## config.mk

```make
export PLATFORM = sky130hd
export DESIGN_NAME = block_chunk_deframer
export DESIGN_NICKNAME = d
export VERILOG_FILES = /design/src/rtl/bcd_pkg.sv /design/src/rtl/bcd_result_queue.sv /design/src/rtl/block_chunk_deframer.sv
export SDC_FILE = /design/constraint.sdc
export NUM_CORES = 1
export LEC_CHECK = 0
export BUFFER_PORTS_ARGS = -buffer_cell sky130_fd_sc_hd__buf_2
export CAP_MARGIN = 20
export CELL_PAD_IN_SITES_DETAIL_PLACEMENT = 1
export CELL_PAD_IN_SITES_GLOBAL_PLACEMENT = 2
export CORE_MARGIN = 10
export CORE_UTILIZATION = 30
export CTS_CLUSTER_SIZE = 14
export DETAILED_ROUTE_END_ITERATION = 6
export PLACE_DENSITY_LB_ADDON = 0.1
export SLEW_MARGIN = 10
export SYNTH_ARGS = -nofsm -noshare
export SYNTH_HDL_FRONTEND = slang
export SYNTH_SLANG_ARGS = --single-unit
```

## constraint.sdc

```tcl
create_clock -name clk -period 5.3 [get_ports clk]
set_input_delay 0.265 -clock clk [delete_from_list [all_inputs] [get_ports clk]]
set_output_delay 0.265 -clock clk [all_outputs]
set_load 0.02 [all_outputs]
```

## src/rtl/bcd_pkg.sv

```systemverilog
// Shared types and constants for the block chunk deframer.
// Holds the parse phase and result kind codes and the result queue word layout.
// No dependencies.
package bcd_pkg;

    localparam int HEADER_BYTES    = 24;
    localparam int LEN_FIELD_BYTES = 4;
    localparam logic [31:0] FIRST_BLOCK_RESET = 32'd32768;
    localparam logic [31:0] COUNT_MAX         = 32'hFFFF_FFFF;

    localparam int QDEPTH = 4;
    localparam int QPTR_W = $clog2(QDEPTH);
    localparam int QCNT_W = $clog2(QDEPTH + 1);

    typedef enum logic [2:0] {
        PH_HEADER  = 3'd0,
        PH_CLEN_HI = 3'd1,
        PH_CLEN_LO = 3'd2,
        PH_PAYLOAD = 3'd3,
        PH_SKIP    = 3'd4,
        PH_DONE    = 3'd5,
        PH_ERROR   = 3'd6
    } phase_t;

    typedef enum logic [1:0] {
        KIND_PAYLOAD = 2'd0,
        KIND_FINISH  = 2'd1,
        KIND_ERROR   = 2'd2
    } kind_t;

    typedef struct packed {
        kind_t       kind;
        logic [7:0]  data;
        logic [31:0] total;
    } result_t;

    typedef struct packed {
        logic [1:0] num;
        result_t    first;
        result_t    second;
    } push_t;

endpackage

```

## src/rtl/bcd_result_queue.sv

```systemverilog
// Small result queue that takes up to two result words per cycle and hands out one.
// Depends on bcd_pkg for the result word layout and the queue depth.
module bcd_result_queue
    import bcd_pkg::*;
(
    input  logic    clk,
    input  logic    rst_n,
    input  push_t   push,
    input  logic    pop,
    output result_t head,
    output logic    not_empty,
    output logic    almost_full
);

    result_t             mem [QDEPTH];
    logic [QPTR_W-1:0]   wr_ptr_reg;
    logic [QPTR_W-1:0]   wr_ptr_next;
    logic [QPTR_W-1:0]   rd_ptr_reg;
    logic [QPTR_W-1:0]   rd_ptr_next;
    logic [QCNT_W-1:0]   count_reg;
    logic [QCNT_W-1:0]   count_next;
    logic [QPTR_W-1:0]   wr_ptr_plus1;

    assign wr_ptr_plus1 = wr_ptr_reg + QPTR_W'(1);
    assign head         = mem[rd_ptr_reg];
    assign not_empty    = (count_reg != '0);
    assign almost_full  = (count_reg > QCNT_W'(QDEPTH - 2));

    always_comb
    begin
        wr_ptr_next = wr_ptr_reg + QPTR_W'(push.num);
        rd_ptr_next = pop ? rd_ptr_reg + QPTR_W'(1) : rd_ptr_reg;
        count_next  = count_reg + QCNT_W'(push.num) - QCNT_W'(pop);
    end

    always_ff @(posedge clk)
    begin
        if (push.num != 2'd0)
        begin
            mem[wr_ptr_reg] <= push.first;
        end
        if (push.num == 2'd2)
        begin
            mem[wr_ptr_plus1] <= push.second;
        end
    end

    always_ff @(posedge clk or negedge rst_n)
    begin
        if (!rst_n)
        begin
            wr_ptr_reg <= '0;
            rd_ptr_reg <= '0;
            count_reg  <= '0;
        end
        else
        begin
            wr_ptr_reg <= wr_ptr_next;
            rd_ptr_reg <= rd_ptr_next;
            count_reg  <= count_next;
        end
    end

endmodule

```

## src/rtl/block_chunk_deframer.sv

```systemverilog
// Block chunk deframer: parses chained blocks of length-prefixed chunks, one byte per cycle
// while in_stall is low. A byte's results enter the result queue when the byte is accepted.
// Throughput: one input word per cycle, set by the parse step and the result queue;
// in_stall holds input while the queue is almost full; a byte's two results drain in turn.
// Reset clears all parse state and the queue; the first block length resets to 32768.
// Depends on bcd_pkg and bcd_result_queue.
module block_chunk_deframer
    import bcd_pkg::*;
(
    input  logic        clk,
    input  logic        rst_n,
    input  logic        in_valid,
    output logic        in_stall,
    input  logic [7:0]  in_byte,
    input  logic        in_last,
    output logic        out_valid,
    input  logic        out_stall,
    output logic [1:0]  result_kind,
    output logic [7:0]  payload_byte,
    output logic [31:0] total_bytes,
    input  logic        cfg_valid,
    output logic        cfg_ready,
    input  logic [31:0] cfg_data
);

    phase_t      phase_reg,     phase_next;
    logic [31:0] offset_reg,    offset_next;
    logic [31:0] blen_reg,      blen_next;
    logic [31:0] next_len_reg,  next_len_next;
    logic [15:0] chunk_rem_reg, chunk_rem_next;
    logic [7:0]  chunk_hi_reg,  chunk_hi_next;
    logic [31:0] count_reg,     count_next;
    logic        started_reg,   started_next;

    phase_t      ph;
    logic        step;
    logic        eob;
    logic        pay;
    logic        tail;
    kind_t       tail_kind;
    push_t       push;
    result_t     head;
    logic        almost_full;
    logic        pop;
    result_t     pay_word;
    result_t     tail_word;

    assign cfg_ready    = 1'b1;
    assign in_stall     = almost_full;
    assign pop          = out_valid && !out_stall;
    assign result_kind  = head.kind;
    assign payload_byte = head.data;
    assign total_bytes  = head.total;
    assign step = in_valid && !in_stall && (phase_reg != PH_DONE) && (phase_reg != PH_ERROR);
    assign eob  = ({1'b0, offset_reg} + 33'd1) >= {1'b0, blen_reg};

    always_comb
    begin
        phase_next     = phase_reg;
        offset_next    = offset_reg;
        blen_next      = blen_reg;
        next_len_next  = next_len_reg;
        chunk_rem_next = chunk_rem_reg;
        chunk_hi_next  = chunk_hi_reg;
        count_next     = count_reg;
        started_next   = started_reg;
        ph             = phase_reg;
        pay            = 1'b0;
        tail           = 1'b0;
        tail_kind      = KIND_FINISH;

        if (cfg_valid && cfg_ready && !started_reg)
        begin
            blen_next = cfg_data;
        end

        if (step)
        begin
            started_next = 1'b1;
            case (phase_reg)
                PH_HEADER:
                begin
                    if (offset_reg < 32'(LEN_FIELD_BYTES))
                    begin
                        next_len_next = {next_len_reg[23:0], in_byte};
                    end
                    if (offset_reg >= 32'(HEADER_BYTES - 1))
                    begin
                        ph = PH_CLEN_HI;
                    end
                end
                PH_CLEN_HI:
                begin
                    chunk_hi_next = in_byte;
                    ph = PH_CLEN_LO;
                end
                PH_CLEN_LO:
                begin
                    chunk_rem_next = {chunk_hi_reg, in_byte};
                    ph = ({chunk_hi_reg, in_byte} == 16'd0) ? PH_SKIP : PH_PAYLOAD;
                end
                PH_PAYLOAD:
                begin
                    if (count_reg != COUNT_MAX)
                    begin
                        count_next = count_reg + 32'd1;
                    end
                    pay = 1'b1;
                    chunk_rem_next = chunk_rem_reg - 16'd1;
                    if (chunk_rem_reg == 16'd1)
                    begin
                        ph = PH_CLEN_HI;
                    end
                end
                default:
                begin
                end
            endcase
            phase_next = ph;

            if (eob)
            begin
                if (ph != PH_SKIP)
                begin
                    phase_next = PH_ERROR;
                    tail       = 1'b1;
                    tail_kind  = KIND_ERROR;
                end
                else if (next_len_next == 32'd0)
                begin
                    phase_next = PH_DONE;
                    tail       = 1'b1;
                    tail_kind  = KIND_FINISH;
                end
                else
                begin
                    blen_next      = next_len_next;
                    next_len_next  = 32'd0;
                    offset_next    = 32'd0;
                    chunk_rem_next = 16'd0;
                    chunk_hi_next  = 8'd0;
                    phase_next     = PH_HEADER;
                end
            end
            else
            begin
                offset_next = offset_reg + 32'd1;
            end

            if (in_last && !tail)
            begin
                phase_next = PH_DONE;
                tail       = 1'b1;
                tail_kind  = KIND_FINISH;
            end
        end
    end

    always_comb
    begin
        pay_word.kind   = KIND_PAYLOAD;
        pay_word.data   = in_byte;
        pay_word.total  = count_next;
        tail_word.kind  = tail_kind;
        tail_word.data  = 8'd0;
        tail_word.total = count_next;
        push.num        = 2'(pay) + 2'(tail);
        push.first      = pay ? pay_word : tail_word;
        push.second     = tail_word;
    end

    always_ff @(posedge clk or negedge rst_n)
    begin
        if (!rst_n)
        begin
            phase_reg     <= PH_HEADER;
            offset_reg    <= 32'd0;
            blen_reg      <= FIRST_BLOCK_RESET;
            next_len_reg  <= 32'd0;
            chunk_rem_reg <= 16'd0;
            chunk_hi_reg  <= 8'd0;
            count_reg     <= 32'd0;
            started_reg   <= 1'b0;
        end
        else
        begin
            phase_reg     <= phase_next;
            offset_reg    <= offset_next;
            blen_reg      <= blen_next;
            next_len_reg  <= next_len_next;
            chunk_rem_reg <= chunk_rem_next;
            chunk_hi_reg  <= chunk_hi_next;
            count_reg     <= count_next;
            started_reg   <= started_next;
        end
    end

    bcd_result_queue u_queue (
        .clk         (clk),
        .rst_n       (rst_n),
        .push        (push),
        .pop         (pop),
        .head        (head),
        .not_empty   (out_valid),
        .almost_full (almost_full)
    );

endmodule

```

## Word-level counts from Yosys, hierarchy flattened

Memory sizes are Yosys's and may differ from the RTL's.
Index checks and enable logic that the tools add are counted.

- Memory bits (read-only): 0
- Bits of input ports: 46
- Memories: 1
- Output and inout port bits: 45
- Bits in writable memories: 168
- Word-level logic and storage cells: 104
- Bits in latches: 0
- Flip-flop bits (word level): 163

- Bitwise operators: 0
- $add $sub $neg: 10
- Reductions and logical operators: 16
- Shifts and indexed selects: 0
- Equality and inequality tests: 11
- Multipliers: 0
- Divide/modulo/power cells: 0
- $lt $le $gt $ge: 4
- Muxes and demuxes: 51

Memories:

| memory | words | bits a word | rd ports | clocked after Yosys merged registers in | wr ports | RTL line | text |
|---|---|---|---|---|---|---|---|
| u_queue.mem | 4 | 42 | 1 | 0 | 2 | bcd_result_queue.sv:15 | `result_t mem [QDEPTH];` |

Operator list:

| cell | number |
|---|---|
| 32-bit 2-to-1 mux | 17 |
| 32-bit by 1-bit adder with 32-bit output (second input constant) | 2 |
| 16-bit 2-to-1 mux | 3 |
| 42-bit 2-to-1 mux | 1 |
| 32-bit by 1-bit adder with 33-bit output (second input constant) | 1 |
| 33-bit by 32-bit >= comparator with 1-bit output | 1 |
| 32-bit by 5-bit >= comparator with 1-bit output (second input constant) | 1 |
| 32-bit zero test | 1 |
| 32-bit by 3-bit less-than comparator with 1-bit output (second input constant) | 1 |
| 8-bit 2-to-1 mux | 4 |
| 32-bit inequality test (second input constant) | 1 |
| 16-bit case mux with 2 select lines | 1 |
| 3-bit 2-to-1 mux | 8 |
| 16-bit by 1-bit equality test with 1-bit output (second input constant) | 1 |
| 16-bit zero test | 1 |
| 16-bit by 1-bit subtractor with 16-bit output (second input constant) | 1 |
| 1-bit 2-to-1 mux | 12 |
| 3-bit case mux with 4 select lines | 1 |
| 3-bit inequality test (second input constant) | 3 |
| 2-bit 2-to-1 mux | 4 |
| 3-bit by 2-bit equality test with 1-bit output (second input constant) | 2 |
| 1-bit logical AND | 6 |
| 2-bit by 1-bit adder with 2-bit output (second input constant) | 2 |
| 1-bit zero test | 4 |
| other kinds (12) | 13 |

## Longest topological paths before layout

Gate-level depths: netlist of the first run.

- Depth after elaboration: 19
- Gate-level depth with buffers: 23
- Depth with buffers taken out: 21

## Hierarchy

Synthesis of the first run repeated with hierarchy kept, for this count alone.

- Cells, all modules: 1487
- Area, all modules: 17998.5 sq um

Modules (own cells, without submodules):

| module | instances | seq. area each (sq um) | area each (sq um) | cells an instance |
|---|---|---|---|---|
| block_chunk_deframer | 1 | 3905.0 | 9402.8 | 1039 |
| bcd_result_queue | 1 | 5220.0 | 8595.7 | 448 |

## Worst setup path before layout of the first run

OpenSTA, ideal clock, no wires.

- Path type: reg2reg
- From: register offset_reg[0]
- To: memory u_queue.mem[0][0] (netlist bit) (enable)
- Arrival time: 4.938 ns
- Path buffers: 2
- Period minus slack after synthesis: 5.350 ns
- Setup time: 0.412 ns
- Required time: 4.888 ns
- Cell stages (with the launch flop): 21
- Slack: -0.050 ns
- Cell sequence: dfrtp_1 ha_1 and4_1 inv_1 nor4_1 nand3_1 xnor2_1 ha_1 a21o_1 a21oi_1 o211ai_1 a41o_1 or3_1 clkbuf_2 and2_1 o21a_1 ha_1 nand3_1 a21boi_1 clkbuf_1 inv_1

RTL lines:

| element | RTL line | text |
|---|---|---|
| start: declaration | block_chunk_deframer.sv:27 | `logic [31:0] offset_reg, offset_next;` |
| start signal: assignment | block_chunk_deframer.sv:188 | `offset_reg <= offset_next;` |
| end: declaration | bcd_result_queue.sv:15 |  |

## Worst setup path in the final report of the first run

- From: register offset_reg[0]
- To: register u_queue.count_reg[2]

- Longest elaborated chain between the ends: 16
- Elaborated cells on any way between the ends: 23
- Those cells by class: add/sub (4); order compare (3); eq/ne (1); mux (12); reduce/logical (3)

Ends and longest elaborated chain:

| element | RTL line | text |
|---|---|---|
| branches (longest 7 deep; another with 32-bit by 1-bit adder with 33-bit output) | -- |  |
| 1-bit 2-to-1 mux * | block_chunk_deframer.sv:121 | `if (eob)` |
| 1-bit 2-to-1 mux * | block_chunk_deframer.sv:77 | `if (step)` |
| 1-bit zero test | block_chunk_deframer.sv:150 | `if (in_last && !tail)` |
| 1-bit logical AND | block_chunk_deframer.sv:150 |  |
| 1-bit 2-to-1 mux * | block_chunk_deframer.sv:150 |  |
| 1-bit 2-to-1 mux * | block_chunk_deframer.sv:77 |  |
| 1-bit by 1-bit adder with 2-bit output * | block_chunk_deframer.sv:167 | `push.num = 2'(pay) + 2'(tail);` |
| 3-bit by 2-bit adder with 3-bit output * | bcd_result_queue.sv:33 | `count_next = count_reg + QCNT_W'(push.num) - QCNT_W'(pop);` |
| 3-bit by 1-bit subtractor with 3-bit output * | bcd_result_queue.sv:33 |  |
| named net u_queue.count_next[2] | bcd_result_queue.sv:21 | `logic [QCNT_W-1:0] count_next;` |
| end signal: assignment | bcd_result_queue.sv:60 | `count_reg <= count_next;` |
| end: declaration | bcd_result_queue.sv:20 | `logic [QCNT_W-1:0] count_reg;` |

Mark *: on every way through the listed nets, which the timed path passes. The select of a mux whose other input is x is not followed.
A chain may end at the register's enable or synchronous reset.

==> results of run 1 <==
[area by class of cell]
type,instances,area (um^2),area share [%]
sequential,331,8810,44.4
multi-input combinational,1024,7120,35.9
timing repair buffer,177,1290,6.50
clock buffer,56,1230,6.19
tap,704,881,4.44
inverter,93,353,1.78
clock inverter,22,158,0.795
[through the flow]
step	worst slack, ns	setup TNS (ns)	instance area [um^2]	power [mW]
CTS	0.0448	0	19700	9.14
floorplan	0.0683	0	16600	5.16
global placement	0.0239	0	18000	6.15
detailed placement	-0.0767	-0.191	18000	6.18
finish	0.267	0	19800	8.98
global route	-0.0256	-0.0471	19800	9.57
[worst paths after layout]
kind / to / slack [ns] / depth (start not counted)
worst min-delay path: blen_reg[8] / 0.04 / 3
worst max-delay path: u_queue.count_reg[2] / 0.27 / 20
worst max register to register: u_queue.count_reg[2] / 0.27 / 20
worst min register to register: u_queue.mem[2][33] / 0.47 / 1
min in group asynchronous: blen_reg[26] / 0.13 / 2
max in group asynchronous: u_queue.rd_ptr_reg[0] / 4.02 / 3
[power breakdown]
group / leakage (nW) / internal, mW / switching [mW]
Clock: 0.680 / 1.68 / 1.19
Sequential: 3.54 / 3.02 / 0.320
Combinational: 3.76 / 1.09 / 1.69
Total: 7.98 / 5.79 / 3.19
[critical path: stages (launching register included)]
cell and delay (ns):
dfrtp_1 0.40, ha_4 0.17, and4_4 0.27, nand3_1 0.12, nor4_4 0.40, nand4_1 0.20, xnor2_2 0.28, ha_4 0.25
a21o_1 0.18, a21oi_1 0.13, o211ai_1 0.10, a41o_1 0.25, or3_4 0.43, and2_1 0.20, o21a_1 0.17, ha_1 0.23
inv_2 0.10, ha_1 0.25, fa_1 0.44, xor2_1 0.18, xnor2_1 0.13
[logic make-up after synthesis]
| family | after synthesis | synth area share (%) |
|---|---|---|
| and+or+nand+nor | 522 | 14.4 |
| DFF | 331 | 53.1 |
| AOI/OAI and AO/OA | 289 | 11.5 |
| buffers and inverters | 193 | 4.82 |
| muxes | 103 | 9.40 |
| xor gates and xnor gates | 66 | 3.49 |
| adders and majority gates | 43 | 3.29 |
| other | 1 | 0.0226 |
[Yosys cell counts, types with 38 or more instances]
cell | n | share of area [%]
nor2_1 | 216 | 4.9
dfrtp_1 | 162 | 24
edfxtp_1 | 136 | 25
nand2_1 | 132 | 3.0
a21oi_1 | 95 | 2.9
inv_1 | 92 | 2.1
clkbuf_1 | 63 | 1.4
mux2i_1 | 60 | 3.6
o21ai_0 | 47 | 1.4
ha_1 | 42 | 3.2
mux4_2 | 42 | 5.7
xnor2_1 | 42 | 2.2
nand3_1 | 38 | 1.1
[metal layers]
layer	share of wire, %	routed length, um
met1	46	24100
met4	1.8	936
met5	0	0
met2	49	25700
met3	3.1	1640
[layout by cell type, fill, tap and decap left out, types with 6 or more instances in the layout]
master	instances
a21oi_1	93
a21o_1	7
mux4_2	42
o21ai_1	9
o2bb2ai_1	7
and4_1	8
a22oi_1	16
clkbuf_8	6
nor3_1	22
nand3_1	38
ha_1	39
buf_4	49
a21boi_0	14
and3_1	10
a32o_1	18
nand2_1	131
nand4_1	21
nor2_1	214
dfrtp_1	160
o21ai_0	46
a22o_1	36
buf_2	88
dlygate4sd3_1	31
edfxtp_1	136
mux2i_1	60
buf_12	8
clkbuf_16	45
inv_1	90
dfxtp_1	32
xor2_1	23
clkinv_2	10
nor4_1	29
or3_1	6
xnor2_1	40
[timing repair]
item / 4_1_cts / 5_1_grt
endpoints found under the setup margin: 5 / 219
pin swaps: 0 / 4
endpoints found under the hold margin: 53 / 0
hold buffers: 31 / 0
setup buffers: 0 / 3
resized for setup: 2 / 16
==> flow_metrics.py, run 1 <==
metrics = {
    "detailed_routing": {
        "via_count": 12200,
        "drc": 0,
        "ant_nets": 0,
        "viasPerCell": 5.06,
        "drt-total-wl_mm": 52.4,
        "dr.pass1.iters": 5,
        "wl_per_cell_um": 21.8,
        "drt_iter0_markers": 721,
    },
    "pwr": {
        "ir_drop_mv": 0.199,
        "power_density_mw_per_mm2": 453,
        "power_leakage_nw": 7.98,
    },
    "sta": {
        "worst_pin_slew_ns": 0.922,
        "maxSlewHeadroom_pct": 38.6,
        "post-route-min-period_ns": 5.03,
        "slew_viol_final": 0,
        "fin_worst_skew_ns": 0.0217,
        "hold_slack_ns": 0.0355,
        "setup_viol": 0,
        "post-route-period-util_pct": 95.0,
        "max_freq_mhz": 199,
        "hold_viol": 0,
    },
    "setup_path": {
        "crit_fanout": 5,
        "worstReg2RegStart": "offset_reg[0]",
        "startpoint_type": "register",
        "worstSetupPathType": "reg2reg",
        "cp.arrival_ns": 5.48,
        "cp-end-kind": "register",
        "required_ns": 5.75,
        "critPathLaunch": "offset_reg[0]",
    },
    "synthesis": {
        "ys_ff_latch": 331,
        "ys.flop_type": "dfrtp_1",
        "ys_async_sr_fraction_pct": 49.2,
        "synth-edff-count": 136,
        "syn_inst": 1548,
        "ys_seq_area_share_pct": 53.1,
        "syn_area_per_cell_um2": 10.7,
        "ys_warn_count": 0,
        "synth_area_mm2": 0.0166,
        "synth.distinct_cells": 71,
        "synth_fp_nets": 1637,
    },
    "outcome": {
        "status": "finished, final reports clean",
    },
    "floorplanning": {
        "core_area_mm2": 0.0549,
        "dieWidth_um": 255,
        "row_count": 86,
        "initial_core_util_pct": 30.2,
        "io_pins": 91,
        "chipHeight_um": 255,
        "die_area_mm2": 0.0651,
    },
    "clock_network": {
        "h-tree-depth": 2,
        "cts_tree": "yes",
        "cts_root_buffer": "clkbuf_16",
        "clk_latency_ns": 0.58,
        "clockBufferDepth": 3,
        "numClockSinks": 331,
        "path_clk_slew_ns": 0.06,
        "cts_buffers": 42,
    },
    "placed_design": {
        "gp_congestion": 0.801,
        "dp_hpwl_mm": 34.3,
        "placed_cells": 2295,
        "io_buffers": 89,
    },
    "global_routing": {
        "grtUsageTotal_pct": 16.3,
        "grt_max_degree": 141,
        "busiest_layer": "met2",
        "antenna_found_initial": 0,
        "grt_overflow": 0,
        "grtUsageMet2_pct": 27.3,
        "grtUsageMet3_pct": 2.53,
        "grt_pass1_wl_mm": 80.8,
        "met1_usage_pct": 21.7,
        "grt_pass1_vias": 12900,
    },
    "layout": {
        "utilization_pct": 36.1,
        "max_flop_register": "u_queue.mem",
        "nFillCells": 6093,
        "nets": 1758,
        "insertedDiodeCount": 0,
        "largest_register_ffs": 168,
        "final_cells": 2407,
        "area_growth_pct": 19.6,
        "final_layout_size_suffix_gt1_share_pct": 17.3,
    },
    "worst_hold_path": {
        "min_path_type": "in2reg",
        "hold_path.startpoint": "cfg_data[8]",
    },
    "flow_run": {
        "maxCapViolCount": 0,
    },
}
Note: power is estimated with default switching activity, not from simulation.
==> run 2, diff against run 1 <==
Settings changed: BUFFER_PORTS_ARGS -buffer_cell sky130_fd_sc_hd__buf_2 to unset, DONT_BUFFER_PORTS set to 1.
==> run 2 against run 1 <==
Clock-buffer cell count up 3. Critical path type unchanged. Combinational power down 5%. Hold slack worse by 0.014 ns. Sequential power about the same. Critical path depth unchanged. First-iteration DRC count down 19%. Wire length up 1.5%. Utilization down 0.51 points. Register-to-register slack better by 0.02 ns. Die area unchanged.
==> flow_metrics.py, run 2 (synthesis results as in run 1) <==
metrics = {
    "detailed_routing": {
        "dr.pass1.iters": 4,
        "viasPerCell": 5.16,
        "via_count": 12000,
        "drc": 0,
        "drt_iter0_markers": 581,
        "drt-total-wl_mm": 53.2,
        "ant_nets": 0,
        "wl_per_cell_um": 22.9,
    },
    "outcome": {
        "status": "finished, final reports clean",
    },
    "setup_path": {
        "required_ns": 5.74,
        "crit_chain": "ha_2 > and4_4 > inv_1 > nor4_4 > nand3_1 > xnor2_2 > ha_1 > a21o_1 > a21oi_1 > o211ai_1 > a41o_1 > or3_1 > and2_1 > o21a_1 > ha_1 > inv_1 > ha_1 > fa_1 > xor2_1 > xnor2_1",
        "reg2reg_setup_slack_ns": 0.29,
        "r2r_end": "u_queue.count_reg[2]",
        "worstReg2RegStart": "offset_reg[1]",
        "crit_slowest_cell": "or3_1",
        "startpoint_type": "register",
        "cpMostUsedCell": "ha_1",
        "slowest_delay_ns": 0.44,
        "cp-end-kind": "register",
        "cp.arrival_ns": 5.45,
        "worstSetupPathType": "reg2reg",
        "path_buf_inv": 2,
        "crit_fanout": 5,
        "worst_r2r_path_depth": 20,
        "cp_top_family": "adder cells",
    },
    "worst_hold_path": {
        "hold_path.startpoint": "in_byte[2]",
        "hold-path-endpoint": "chunk_rem_reg[2]",
        "whs_path_depth": 4,
        "min_path_type": "in2reg",
    },
    "floorplanning": {
        "chipHeight_um": 255,
        "io_pins": 91,
        "dieWidth_um": 255,
        "die_area_mm2": 0.0651,
        "initial_core_util_pct": 30.2,
        "row_count": 86,
        "core_area_mm2": 0.0549,
    },
    "placed_design": {
        "io_buffers": 0,
        "pre_cts_slack_ns": -0.0288,
        "dp_hpwl_mm": 34.1,
        "place_area_mm2": 0.0175,
        "gp_congestion": 0.781,
        "placed_cells": 2201,
    },
    "layout": {
        "layout_commonest_cell": "nor2_1",
        "final_cells": 2327,
        "final_layout_size_suffix_gt1_share_pct": 12.2,
        "area_growth_pct": 18.0,
        "final_cell_mix": "nor2_1, dfrtp_1, edfxtp_1",
        "largest_register_ffs": 168,
        "max_flop_register": "u_queue.mem",
        "nets": 1676,
        "utilization_pct": 35.6,
        "fin_area_mm2": 0.0196,
    },
    "global_routing": {
        "grt_pass1_vias": 12700,
        "grt_pass1_wl_mm": 81.6,
        "grtUsageTotal_pct": 16.5,
        "grt_overflow": 0,
        "grt_max_degree": 164,
        "antenna_found_initial": 1,
    },
    "sta": {
        "hold_viol": 0,
        "maxSlewHeadroom_pct": 30.0,
        "post-route-min-period_ns": 5.01,
        "setup_viol": 0,
        "setup_slack_ns": 0.288,
        "hold_slack_ns": 0.0220,
        "post-route-period-util_pct": 94.6,
        "worst_pin_slew_ns": 1.04,
        "max_freq_mhz": 200,
        "slew_viol_final": 0,
        "fin_worst_skew_ns": 0.0348,
    },
    "clock_network": {
        "numClockSinks": 331,
        "clockBufferDepth": 3,
        "path_clk_slew_ns": 0.06,
        "cts_root_buffer": "clkbuf_16",
        "cts_buffers": 42,
        "cts_tree": "yes",
        "clk_latency_ns": 0.58,
        "h-tree-depth": 2,
    },
    "pwr": {
        "power_density_mw_per_mm2": 461,
        "ir_drop_mv": 0.258,
        "power_leakage_nw": 7.69,
    },
    "flow_run": {
        "maxCapViolCount": 0,
    },
}
-- run 2: final cells by class --
type | instances | area, um^2
Antenna cell | 2 | 5.00
Clock buffer | 59 | 1160
Clock inverter | 19 | 293
Fill cell | 5982 | 35300
Inverter | 93 | 353
Multi-Input combinational cell | 1024 | 7130
Sequential cell | 331 | 8810
Tap cell | 704 | 881
Timing Repair Buffer | 95 | 926
-- run 2: where the power goes --
group          total, mW  internal, mW  switching (mW)
sequential          3.35          3.02           0.333
combinational       2.63         0.963            1.67
clock               3.04          1.84            1.20
total               9.02          5.83            3.20
-- run 2: worst min-delay path, stage by stage --
cell and delay (ns):
nand2_1 0.03, a21oi_1 0.13, a21oi_1 0.05, o21ai_0 0.06
-- run 2: through the flow --
step,TNS (ns),power (mW)
CTS,0,9.18
detailed placement,-0.0288,6.01
finish,0,9.02
global placement,0,5.97
floorplan,0,5.16
global route,-0.00463,9.58
-- run 2: layer usage --
layer / wire length, um / vias to the layer above / global-route usage [%]
met3: 1700 / 55 / 2.46
met2: 26300 / 142 / 28.1
met5: 0 / - / 0
met1: 24200 / 6157 / 21.6
met4: 1040 / 0 / 4.17
li1: - / 5653 / -
-- run 2: worst max path at each step --
stage	start	end	slack (ns)	depth (start not counted)
after global routing	offset_reg[13]	u_queue.count_reg[2]	-0.005	19
after global placement	offset_reg[1]	u_queue.count_reg[2]	0.08	20
after CTS	offset_reg[1]	u_queue.count_reg[2]	0.02	20
after detailed placement	offset_reg[1]	u_queue.count_reg[2]	-0.03	20
after floorplan	offset_reg[8]	u_queue.mem[0][0]	0.07	21
final	offset_reg[1]	u_queue.count_reg[2]	0.29	20
-- run 2: timing repair --
action,4_1_cts,5_1_grt
hold endpoints to repair,250,0
gates resized for setup,2,16
cloned,0,0
setup buffers,0,1
endpoints found under the setup margin,1,305
hold buffers,44,0
pin swaps,0,1
==> run 3, diff against run 2 <==
--- a/config.mk
+++ b/config.mk
@@ -7,2 +7,3 @@
 export LEC_CHECK = 0
+export ABC_AREA = 1
 export CAP_MARGIN = 20
--- a/constraint.sdc
+++ b/constraint.sdc
@@ -3,2 +3,2 @@
 set_output_delay 0.265 -clock clk [all_outputs]
-set_load 0.02 [all_outputs]
+set_load 0.05 [all_outputs]
==> run 3 against run 2 <==
Fmax rose by 1.0%. Via count rose by 17%. Non-clock buffer count rose by 15. Final cell count rose by 25%. Combinational power rose by 52%. Critical endpoint unchanged. Largest cell class unchanged. Sequential power fell by 4%. Critical path depth rose by 11. Total power rose by 10%. Clock skew fell by 0.011 ns. Die area rose by 4.2%.
==> flow_metrics.py, run 3 <==
metrics = {
    "outcome": {
        "status": "finished, final reports clean",
    },
    "global_routing": {
        "grt_pass1_wl_mm": 88.7,
        "antenna_found_initial": 3,
        "grt_max_degree": 164,
        "grtUsageTotal_pct": 16.7,
        "grt_pass1_vias": 15200,
        "grt_overflow": 0,
    },
    "synthesis": {
        "synth-edff-count": 136,
        "ys_warn_count": 0,
        "ys.flop_type": "dfrtp_1",
        "synth_area_leaders": "edfxtp_1, dfrtp_1, nand2_1",
        "synth_top_area_cell": "edfxtp_1",
        "yosysMostFrequentCell": "nand2_1",
        "ys_async_sr_fraction_pct": 49.2,
        "synth.distinct_cells": 53,
        "ys_seq_area_share_pct": 50.8,
        "netlist.area_leader.share_pct": 23.6,
        "synth_area_mm2": 0.0173,
        "syn_inst": 2044,
        "synth_commonest_cells": "nand2_1, nor2_1, inv_1, o21ai_0, dfrtp_1",
        "synth_fp_nets": 2133,
        "ys_ff_latch": 331,
        "syn_area_per_cell_um2": 8.48,
    },
    "placed_design": {
        "gp_congestion": 0.816,
        "dp_hpwl_mm": 38.1,
        "placed_cells": 2781,
        "place_area_mm2": 0.0185,
        "io_buffers": 0,
    },
    "sta": {
        "post-route-period-util_pct": 93.6,
        "worst_pin_slew_ns": 1.21,
        "maxSlewHeadroom_pct": 20.2,
        "hold_viol": 0,
        "max_freq_mhz": 202,
        "post-route-min-period_ns": 4.96,
        "fin_worst_skew_ns": 0.0237,
        "slew_viol_final": 0,
        "setup_viol": 0,
    },
    "setup_path": {
        "slowest_delay_ns": 0.40,
        "crit_fanout": 6,
        "cp-end-kind": "register",
        "required_ns": 5.76,
        "startpoint_type": "register",
        "reg2reg_setup_slack_ns": 0.34,
        "crit_slowest_cell": "fa_2",
        "worst_r2r_path_depth": 31,
        "r2r_end": "u_queue.count_reg[2]",
        "cpMostUsedCell": "nand2_2",
        "cp.arrival_ns": 5.42,
        "worstSetupPathType": "reg2reg",
        "worstReg2RegStart": "offset_reg[0]",
    },
    "layout": {
        "final_cell_mix": "nand2_1, nor2_1, inv_1",
        "nets": 2199,
        "layout_commonest_cell": "nand2_1",
        "insertedDiodeCount": 0,
        "max_flop_register": "u_queue.mem",
        "final_cells": 2906,
        "largest_register_ffs": 168,
        "nFillCells": 6804,
        "area_growth_pct": 18.0,
        "final_layout_size_suffix_gt1_share_pct": 11.3,
        "fin_area_mm2": 0.0204,
    },
    "floorplanning": {
        "dieWidth_um": 260,
        "die_area_mm2": 0.0678,
        "core_area_mm2": 0.0575,
        "io_pins": 91,
        "row_count": 88,
        "initial_core_util_pct": 30.2,
        "chipHeight_um": 260,
    },
    "clock_network": {
        "cts_tree": "yes",
        "h-tree-depth": 2,
        "clk_latency_ns": 0.58,
        "clockBufferDepth": 3,
        "numClockSinks": 331,
        "cts_root_buffer": "clkbuf_16",
        "path_clk_slew_ns": 0.06,
        "cts_buffers": 42,
    },
    "pwr": {
        "p_seq_share_pct": 32.4,
        "power_frac_comb_pct": 40.1,
        "intPower_mw": 5.68,
        "power_leakage_nw": 8.91,
        "p_sw_share_pct": 42.9,
        "finalPower_mw": 9.96,
        "switchingPower_mw": 4.27,
        "clkPwrFrac_pct": 27.5,
        "ir_drop_mv": 0.471,
        "power_density_mw_per_mm2": 487,
    },
    "worst_hold_path": {
        "min_path_type": "in2reg",
        "hold_path.startpoint": "cfg_data[20]",
        "hold-path-endpoint": "blen_reg[20]",
        "whs_path_depth": 4,
    },
    "detailed_routing": {
        "ant_nets": 0,
        "drt-total-wl_mm": 56.8,
        "dr.pass1.iters": 4,
        "wl_per_cell_um": 19.6,
        "drc": 0,
        "viasPerCell": 4.84,
        "via_count": 14100,
        "drt_iter0_markers": 734,
    },
    "flow_run": {
        "maxCapViolCount": 0,
    },
}
[run 3: final cells by class]
| class | instances | area (um^2) | area share (%) |
|---|---|---|---|
| Timing Repair Buffer | 110 | 1110 | 5.42 |
| Inverter | 233 | 881 | 4.31 |
| Sequential cell | 331 | 8810 | 43.1 |
| Clock inverter | 11 | 105 | 0.514 |
| Clock buffer | 64 | 1180 | 5.78 |
| Tap cell | 765 | 957 | 4.68 |
| Multi-Input combinational cell | 1392 | 7410 | 36.2 |
[run 3: cell families (layout without fill, tap and decap cells)]
kind of cell / after synthesis / count (layout) / synth area share [%]
compound gates: 397 / 397 / 14.0
xor+xnor: 59 / 59 / 2.98
fa+ha+maj: 43 / 43 / 3.15
buf+inv: 321 / 418 / 7.49
flops: 331 / 331 / 50.8
mux: 1 / 1 / 0.0650
other cells: 1 / 1 / 0.0216
simple gates: 891 / 891 / 21.5
[run 3: power by group through the flow]
stage / registers (mW) / clock network, mW / logic, mW
floorplan: 3.18 / 0 / 2.93
detailed placement: 3.28 / 0 / 3.97
CTS: 3.23 / 2.83 / 4.05
global route: 3.28 / 2.94 / 4.40
finish: 3.23 / 2.74 / 3.99
global placement: 3.27 / 0 / 3.89
[run 3: per-stage QoR]
step	TNS, ns	hold slack, ns	util, %	setup slack (ns)
3_3_place_gp	0	-0.0200	32.1	0.0353
6_report	0	0.0267	35.6	0.338
5_1_grt	-1.13	0.0367	35.6	-0.0675
2_1_floorplan	0	-0.0306	-	0.240
3_5_place_dp	-2.24	-0.0185	32.1	-0.0890
4_1_cts	0	0.00451	35.1	0.00781
[run 3: worst max-delay path: cells and delay by family (launching register included)]
kind                     cells  cell delay [ns]
AND/OR/NAND/NOR             20             2.28
buffers and inverters        3             0.40
adder cells (fa/ha/maj)      5             1.34
flip-flops                   1             0.35
XOR/XNOR                     3             0.47
[run 3: metal layers]
metal | track usage, % | vias up | part of all wire [%]
li1 | - | 6896 | -
met1 | 21.1 | 6963 | 45
met2 | 29.9 | 147 | 50
met3 | 2.19 | 62 | 2.8
met4 | 3.94 | 2 | 1.7
met5 | 0 | - | 0.018
[run 3: repair_timing]
action	4_1_cts	5_1_grt
endpoints found under the setup margin	74	306
pin swaps	0	10
resized for setup	2	37
gates cloned	0	2
setup buffers	0	8
endpoints found under the hold margin	230	0
hold buffers	40	0
[run 3: worst max-delay path by stage]
stage,from,end,slack (ns),cells after the start
floorplan,offset_reg[0],u_queue.mem[3][10],0.24,34
global placement,offset_reg[0],u_queue.count_reg[2],0.04,28
CTS,offset_reg[1],u_queue.count_reg[2],0.008,31
detailed placement,offset_reg[0],u_queue.count_reg[2],-0.09,28
finish,offset_reg[0],u_queue.count_reg[2],0.34,31
global route,offset_reg[0],u_queue.count_reg[2],-0.07,31
